===== src/design/sbcd_pkg.sv =====
// Shared types and constants for the slot batch claim and drain block.
`default_nettype none

package sbcd_pkg;

    // Width of a slot number on the ports and of the active count register.
    localparam int SLOT_W  = 5;
    localparam int COUNT_W = 6;
    localparam int MODE_W  = 3;
    localparam int DATA_W  = 32;
    localparam int ADDR_W  = 3;

    // Active slot count after reset.
    localparam logic [COUNT_W-1:0] SLOTS_RESET = 6'd32;

    // Register indexes on the configuration port.
    localparam logic REG_SLOTS_IN_USE = 1'b0;

    // Command kinds.
    typedef enum logic [MODE_W-1:0] {
        MODE_CLAIM       = 3'd0,
        MODE_COMMIT      = 3'd1,
        MODE_DRAIN_START = 3'd2,
        MODE_DRAIN_NEXT  = 3'd3,
        MODE_DRAIN_END   = 3'd4,
        MODE_DISCARD     = 3'd5
    } mode_t;

    // One registered command word.
    typedef struct packed {
        logic              valid;
        logic [MODE_W-1:0] mode;
        logic [SLOT_W-1:0] slot_index;
    } cmd_t;

    // Configuration control passed to the slot state.
    typedef struct packed {
        logic               reinit;
        logic [COUNT_W-1:0] slots;
    } cfg_t;

    // One result word.
    typedef struct packed {
        logic              done;
        logic              found;
        logic [SLOT_W-1:0] slot;
    } result_t;

endpackage

`default_nettype wire


===== src/design/slot_batch_claim_and_drain.sv =====
// Top level of the slot batch claim and drain block: command port, APB register, slot state.
// A command word is registered in cmd_reg and its result word in the core's result register.
// Throughput: one command word per cycle; busy is never raised.
// Each result word is shown for one cycle with done high and cannot be stalled.
// Reset (rst_n low, asynchronous) sets 32 active slots, all empty, and an idle drain.
// A write of slots_in_use re-initializes every active slot as empty and clears all other slot state.
`default_nettype none

module slot_batch_claim_and_drain #(
    parameter int MAX_SLOTS = 32
) (
    input  wire logic                          clk,
    input  wire logic                          rst_n,
    // Command port.
    input  wire logic                          start,
    output logic                               busy,
    input  wire logic [sbcd_pkg::MODE_W-1:0]   mode,
    input  wire logic [sbcd_pkg::SLOT_W-1:0]   slot_index,
    // Result port.
    output logic                               done,
    output logic                               found,
    output logic [sbcd_pkg::SLOT_W-1:0]        slot_out,
    // APB configuration port.
    input  wire logic                          psel,
    input  wire logic                          penable,
    input  wire logic                          pwrite,
    input  wire logic [sbcd_pkg::ADDR_W-1:0]   paddr,
    input  wire logic [sbcd_pkg::DATA_W-1:0]   pwdata,
    output logic [sbcd_pkg::DATA_W-1:0]        prdata,
    output logic                               pready
);

    logic [sbcd_pkg::COUNT_W-1:0] slots_reg, slots_next;
    sbcd_pkg::cmd_t               cmd_reg,   cmd_next;
    sbcd_pkg::cfg_t               cfg;
    sbcd_pkg::result_t            result;

    logic                         reg_wr;
    logic [sbcd_pkg::COUNT_W-1:0] wr_count;

    // The block takes a command word in every cycle, so it never reports busy.
    assign busy   = 1'b0;
    assign pready = 1'b1;

    // A write completes in the access phase; only register index zero exists.
    assign reg_wr   = psel && penable && pwrite && pready &&
                      (paddr[2] == sbcd_pkg::REG_SLOTS_IN_USE);
    assign wr_count = pwdata[sbcd_pkg::COUNT_W-1:0];

    always_comb
    begin
        slots_next = slots_reg;
        if (reg_wr)
        begin
            // Counts above the slot capacity saturate to the capacity.
            if (wr_count > sbcd_pkg::COUNT_W'(MAX_SLOTS))
            begin
                slots_next = sbcd_pkg::COUNT_W'(MAX_SLOTS);
            end
            else
            begin
                slots_next = wr_count;
            end
        end
    end

    always_comb
    begin
        prdata = '0;
        if (paddr[2] == sbcd_pkg::REG_SLOTS_IN_USE)
        begin
            prdata[sbcd_pkg::COUNT_W-1:0] = slots_reg;
        end
    end

    // The command word is registered on acceptance; the state logic works from this copy.
    always_comb
    begin
        cmd_next.valid      = start && !busy;
        cmd_next.mode       = mode;
        cmd_next.slot_index = slot_index;
    end

    always_ff @(posedge clk or negedge rst_n)
    begin
        if (!rst_n)
        begin
            slots_reg <= sbcd_pkg::SLOTS_RESET;
            cmd_reg   <= '0;
        end
        else
        begin
            slots_reg <= slots_next;
            cmd_reg   <= cmd_next;
        end
    end

    // The re-initialization uses the count that was just written.
    assign cfg.reinit = reg_wr;
    assign cfg.slots  = reg_wr ? slots_next : slots_reg;

    sbcd_core #(.MAX_SLOTS(MAX_SLOTS)) u_core (
        .clk    (clk),
        .rst_n  (rst_n),
        .cfg    (cfg),
        .cmd    (cmd_reg),
        .result (result)
    );

    assign done     = result.done;
    assign found    = result.found;
    assign slot_out = result.slot;

endmodule

`default_nettype wire


===== src/design/sbcd_ffs.sv =====
// Find-first-set: isolates the lowest set bit of a vector and encodes its position.
`default_nettype none

module sbcd_ffs #(
    parameter int WIDTH = 32
) (
    input  wire logic [WIDTH-1:0]              vec,
    output logic                               any,
    output logic [WIDTH-1:0]                   lowbit,
    output logic [sbcd_pkg::SLOT_W-1:0]        index
);

    always_comb
    begin
        any    = |vec;
        lowbit = vec & (~vec + WIDTH'(1));
        index  = '0;
        // Each output bit is the OR of the one-hot positions that carry it.
        for (int i = 0; i < WIDTH; i++)
        begin
            if (lowbit[i])
            begin
                index = index | sbcd_pkg::SLOT_W'(i);
            end
        end
    end

endmodule

`default_nettype wire


===== src/design/sbcd_core.sv =====
// Slot state bitmaps, per-command update logic and the result register.
`default_nettype none

module sbcd_core #(
    parameter int MAX_SLOTS = 32
) (
    input  wire logic              clk,
    input  wire logic              rst_n,
    input  wire sbcd_pkg::cfg_t    cfg,
    input  wire sbcd_pkg::cmd_t    cmd,
    output sbcd_pkg::result_t      result
);

    logic [MAX_SLOTS-1:0] empty_reg,   empty_next;
    logic [MAX_SLOTS-1:0] pending_reg, pending_next;
    logic [MAX_SLOTS-1:0] full_reg,    full_next;
    logic [MAX_SLOTS-1:0] visit_reg,   visit_next;
    logic [MAX_SLOTS-1:0] release_reg, release_next;
    sbcd_pkg::result_t    result_reg,  result_next;

    logic [MAX_SLOTS-1:0] active_mask;
    logic [MAX_SLOTS-1:0] sel;
    logic [MAX_SLOTS-1:0] claim_vec;
    logic [MAX_SLOTS-1:0] drain_vec;
    logic [MAX_SLOTS-1:0] claim_bit;
    logic [MAX_SLOTS-1:0] drain_bit;
    logic [MAX_SLOTS-1:0] freed;
    logic                 claim_any;
    logic                 drain_any;
    logic [sbcd_pkg::SLOT_W-1:0] claim_idx;
    logic [sbcd_pkg::SLOT_W-1:0] drain_idx;

    always_comb
    begin
        for (int i = 0; i < MAX_SLOTS; i++)
        begin
            active_mask[i] = (sbcd_pkg::COUNT_W'(i) < cfg.slots);
            sel[i]         = (cmd.slot_index == sbcd_pkg::SLOT_W'(i));
        end
    end

    assign claim_vec = empty_reg & active_mask;
    assign drain_vec = visit_reg & full_reg & active_mask;
    assign freed     = release_reg & full_reg & active_mask;

    sbcd_ffs #(.WIDTH(MAX_SLOTS)) u_claim_ffs (
        .vec    (claim_vec),
        .any    (claim_any),
        .lowbit (claim_bit),
        .index  (claim_idx)
    );

    sbcd_ffs #(.WIDTH(MAX_SLOTS)) u_drain_ffs (
        .vec    (drain_vec),
        .any    (drain_any),
        .lowbit (drain_bit),
        .index  (drain_idx)
    );

    always_comb
    begin
        empty_next   = empty_reg;
        pending_next = pending_reg;
        full_next    = full_reg;
        visit_next   = visit_reg;
        release_next = release_reg;
        result_next  = '0;

        if (cfg.reinit)
        begin
            empty_next   = active_mask;
            pending_next = '0;
            full_next    = '0;
            visit_next   = '0;
            release_next = '0;
        end
        else if (cmd.valid)
        begin
            result_next.done = 1'b1;
            case (cmd.mode)
                sbcd_pkg::MODE_CLAIM:
                begin
                    if (claim_any)
                    begin
                        empty_next        = empty_reg & ~claim_bit;
                        pending_next      = pending_reg | claim_bit;
                        result_next.found = 1'b1;
                        result_next.slot  = claim_idx;
                    end
                end
                sbcd_pkg::MODE_COMMIT:
                begin
                    // A commit to a slot that is not pending changes nothing.
                    if (|(pending_reg & sel))
                    begin
                        pending_next      = pending_reg & ~sel;
                        full_next         = full_reg | sel;
                        result_next.found = 1'b1;
                    end
                end
                sbcd_pkg::MODE_DRAIN_START:
                begin
                    visit_next        = ~empty_reg & active_mask;
                    release_next      = '0;
                    result_next.found = |(~empty_reg & active_mask);
                end
                sbcd_pkg::MODE_DRAIN_NEXT:
                begin
                    if (drain_any)
                    begin
                        visit_next = visit_reg & ~(drain_bit | (drain_bit - MAX_SLOTS'(1)));
                        release_next      = release_reg | drain_bit;
                        result_next.found = 1'b1;
                        result_next.slot  = drain_idx;
                    end
                    else
                    begin
                        visit_next = '0;
                    end
                end
                sbcd_pkg::MODE_DRAIN_END:
                begin
                    full_next         = full_reg & ~freed;
                    empty_next        = empty_reg | freed;
                    visit_next        = '0;
                    release_next      = '0;
                    result_next.found = |freed;
                end
                sbcd_pkg::MODE_DISCARD:
                begin
                    pending_next = '0;
                    empty_next   = active_mask & ~full_reg;
                end
                default:
                begin
                end
            endcase
        end
    end

    always_ff @(posedge clk or negedge rst_n)
    begin
        if (!rst_n)
        begin
            empty_reg   <= '1;
            pending_reg <= '0;
            full_reg    <= '0;
            visit_reg   <= '0;
            release_reg <= '0;
            result_reg  <= '0;
        end
        else
        begin
            empty_reg   <= empty_next;
            pending_reg <= pending_next;
            full_reg    <= full_next;
            visit_reg   <= visit_next;
            release_reg <= release_next;
            result_reg  <= result_next;
        end
    end

    assign result = result_reg;

endmodule

`default_nettype wire

===== config.mk =====
export PLATFORM = sky130hd
export DESIGN_NAME = slot_batch_claim_and_drain
export DESIGN_NICKNAME = d
export VERILOG_FILES = /design/src/design/sbcd_pkg.sv /design/src/design/slot_batch_claim_and_drain.sv /design/src/design/sbcd_ffs.sv /design/src/design/sbcd_core.sv
export SDC_FILE = /design/constraint.sdc
export NUM_CORES = 1
export LEC_CHECK = 0
export BUFFER_PORTS_ARGS = -buffer_cell sky130_fd_sc_hd__buf_2
export CORE_ASPECT_RATIO = 0.7
export CORE_MARGIN = 3
export CORE_UTILIZATION = 33
export CTS_CLUSTER_SIZE = 25
export DETAILED_ROUTE_END_ITERATION = 10
export HOLD_SLACK_MARGIN = 0.03
export PLACE_DENSITY = 0.56
export SKIP_CTS_REPAIR_TIMING = 1
export SYNTH_ARGS = -nofsm -noshare
export SYNTH_HDL_FRONTEND = slang
export SYNTH_HIERARCHICAL = 1
export SYNTH_SLANG_ARGS = --single-unit
export TNS_END_PERCENT = 5

===== constraint.sdc =====
create_clock -name clk -period 12.13 [get_ports clk]
set_input_delay 1.213 -clock clk [delete_from_list [all_inputs] [get_ports clk]]
set_output_delay 1.213 -clock clk [all_outputs]
set_load 0.02 [all_outputs]

==> metrics.cfg <==
[yosys]
ys_ff_latch = 182
synth_seq_area_share = 0.369
syn_area_per_cell_sq_um = 8.06
ys_warn_count = 6
synth.most_common_cell = nor2_1
ys_top_cells_by_area = dfrtp_1 30%, dfstp_2 7.0%, o21ai_0 5.8%, nor2_1 4.6%, nand2_1 4.2%
yosysTopAreaCell = dfrtp_1
synth_cell_types = 83
synth_area_sq_um = 12400
ys_async_sr_fraction = 1.00
netlist_top_cells_count = 154 x nor2_1, 149 x dfrtp_1, 143 x o21ai_0
syn_inst = 1544
synth-edff-count = 0
synth_ff_type = dfrtp_1
synth_top_area_frac = 0.300

[critical_path]
crit_start = paddr[2]
crit_chain = buf_2 -> and4b_2 -> buf_4 -> mux2_4 -> or4_1 -> nand2b_1 -> and3_1 -> nor4_1 -> nand3_1 -> nor3_4 -> and3_1 -> nand3_1 -> and3_1 -> nand2_1 -> nor2_1 -> o21a_1 -> o21ai_0 -> o31ai_1
crit_top_cell = and3_1
critPathTopFamily = simple AND/OR/NAND/NOR gates
slowest_delay_ns = 1.00
worstSetupEndpointType = register
arrival_ns = 8.42
start_kind = input port
cp_max_fo = 31
cp_num_buf_inv = 2
required_ns = 12.44
cp_slowest_cell = nand2_1
crit_type = in -> reg
r2r_start = slots_reg[5]

[clock_tree]
clkTransAtPathRegs_ns = 0.07
htree_levels = 4
cts.sinks = 182
clock_latency_ns = 0.46
cts_tree = built
cts-root-buf = clkbuf_16
cts_max_path_buffers = 2
cts_made_buffers = 17

[global_route]
antenna_found_initial = 0
met1_usage = 0.399
grt_max_degree = 78
grt_pass1_vias = 11600
grt_pass1_wl_microns = 79500
busiest_layer = met1
grt_overflow = 0
grtUsageMet2 = 0.353
use_met3 = 0.106
groute.usage.overall = 0.267

[sta]
tightest_slew_ns = 1.21
timing.fmax_mhz = 123
fin_worst_skew_ns = 0.0103
setup_viol = 0
setup_ws_ns = 4.02
timing.final.crit_share = 0.669
fin_crit_ns = 8.11
rsz0062_at_grt = no
hold_violations = 0
relSlewSlack = 0.193
drv_slew = 0
fin_setup_tns_ns = 0

[place]
place_hpwl_microns = 40700
globalplace.congestion = 1.00
port-buffer-count = 33
dp_slack_ns = 3.86

[power]
leakage_nw = 5.72
powerDensity_nw_per_um2 = 155
max-vdd-ir-drop_mv = 0.106

[detailed_routing]
drt_wl_total_microns = 54300
drt_pass1_iterations = 8
num_vias = 12800
drt_iter0_markers = 1785
via_per_inst = 6.37
route.detailed.drc = 0
avgRoutedWirePerCell_microns = 27.0
antenna_left = 0

[flow_run]
max-cap-violations = 0

[floorplanning]
die_w_microns = 238
row_count = 58
die_y_microns = 168
die_area_sq_um = 40100
core_sq_um = 36600
start_util = 0.340
ioPinCount = 90

[final_layout]
drive_above_1_share = 0.115
area_growth_pct = 8.06
fin_nets = 1564

[worst_hold_path]
hold_path_class = reg -> reg
hold_path_startpoint = u_core/visit_reg[0]

[run_status]
status = completed

[per-layer routing]
| metal | wire [microns] | vias up |
|---|---|---|
| li1 | - | 5598 |
| met1 | 24700 | 6298 |
| met2 | 21300 | 828 |
| met3 | 7300 | 74 |
| met4 | 1060 | 0 |
| met5 | 0 | - |
[path summary, 6_finish.rpt]
| check | end | slack, ns | cells after the start |
|---|---|---|---|
| max | u_core/visit_reg[18] | 4.02 | 18 |
| min | u_core/visit_reg[0] | 0.49 | 2 |
| max reg2reg | u_core/visit_reg[18] | 5.83 | 15 |
| min reg2reg | u_core/visit_reg[0] | 0.49 | 2 |
| max in group asynchronous | u_core/release_reg[5] | 9.96 | 2 |
| min in group asynchronous | u_core/pending_reg[24] | 0.79 | 1 |
[cells by family after synthesis]
family / count (synthesis) / share of synthesized area
XOR/XNOR: 1 / 0.000704
multiplexers: 15 / 0.0148
buffers and inverters: 164 / 0.0598
other: 2 / 0.000603
AND/OR/NAND/NOR: 687 / 0.294
flip-flops: 182 / 0.369
AO/OA/AOI/OAI: 493 / 0.261
[final cells by class]
| cell class | count | area, sq um |
|---|---|---|
| Antenna cell | 2 | 5.00 |
| Tap cell | 480 | 601 |
| Sequential cell | 182 | 4600 |
| Clock inverter | 12 | 130 |
| Fill cell | 3833 | 23100 |
| Clock buffer | 20 | 447 |
| Multi-Input combinational cell | 1224 | 7230 |
| Inverter | 42 | 158 |
| Timing Repair Buffer | 48 | 287 |
[tightest hold or removal path: stages (launching register included)]
cell and delay, ns:
dfrtp_1 0.34, nand2_1 0.05, o31ai_1 0.06
[cell usage in the layout, fill, tap and decap left out, types with 15 or more instances in the layout]
cell type | Yosys | routed
buf_2 | 1 | 32
a21oi_1 | 97 | 96
dfstp_2 | 33 | 33
o31ai_1 | 32 | 32
a31oi_1 | 21 | 21
a32o_1 | 23 | 23
and3_1 | 58 | 58
nand3_1 | 49 | 49
nand2_1 | 140 | 139
buf_4 | 30 | 15
nand3b_1 | 15 | 15
clkbuf_16 | 0 | 17
dfrtp_1 | 149 | 149
conb_1 | 2 | 28
nor2b_1 | 47 | 47
nor3_1 | 57 | 55
a22oi_1 | 30 | 30
o221ai_1 | 16 | 16
nor2_1 | 154 | 154
inv_1 | 42 | 41
o21ai_0 | 143 | 142
o211ai_1 | 25 | 25
and2_1 | 49 | 49
[power by group]
group | switching [W] | leakage (nW) | total, W | internal [W]
Clock | 0.000268 | 0.268 | 0.000576 | 0.000308
Combinational | 0.000478 | 3.21 | 0.000688 | 0.000210
Sequential | 0.0000971 | 2.23 | 0.000815 | 0.000718
Total | 0.000843 | 5.72 | 0.00208 | 0.00124
[metrics by stage]
stage,hold slack (ns),cell area (sq um),utilization,total power [W],cells
2_1_floorplan,0.441,12500,-,0.00122,1570
3_3_place_gp,0.456,12900,0.352,0.00146,1976
3_5_place_dp,0.462,12900,0.352,0.00147,1976
4_1_cts,0.479,13400,0.368,0.00205,2008
5_1_grt,0.499,13400,0.368,0.00216,2008
6_report,0.485,13400,0.368,0.00208,2010
Power figures use the tool's default switching activity.
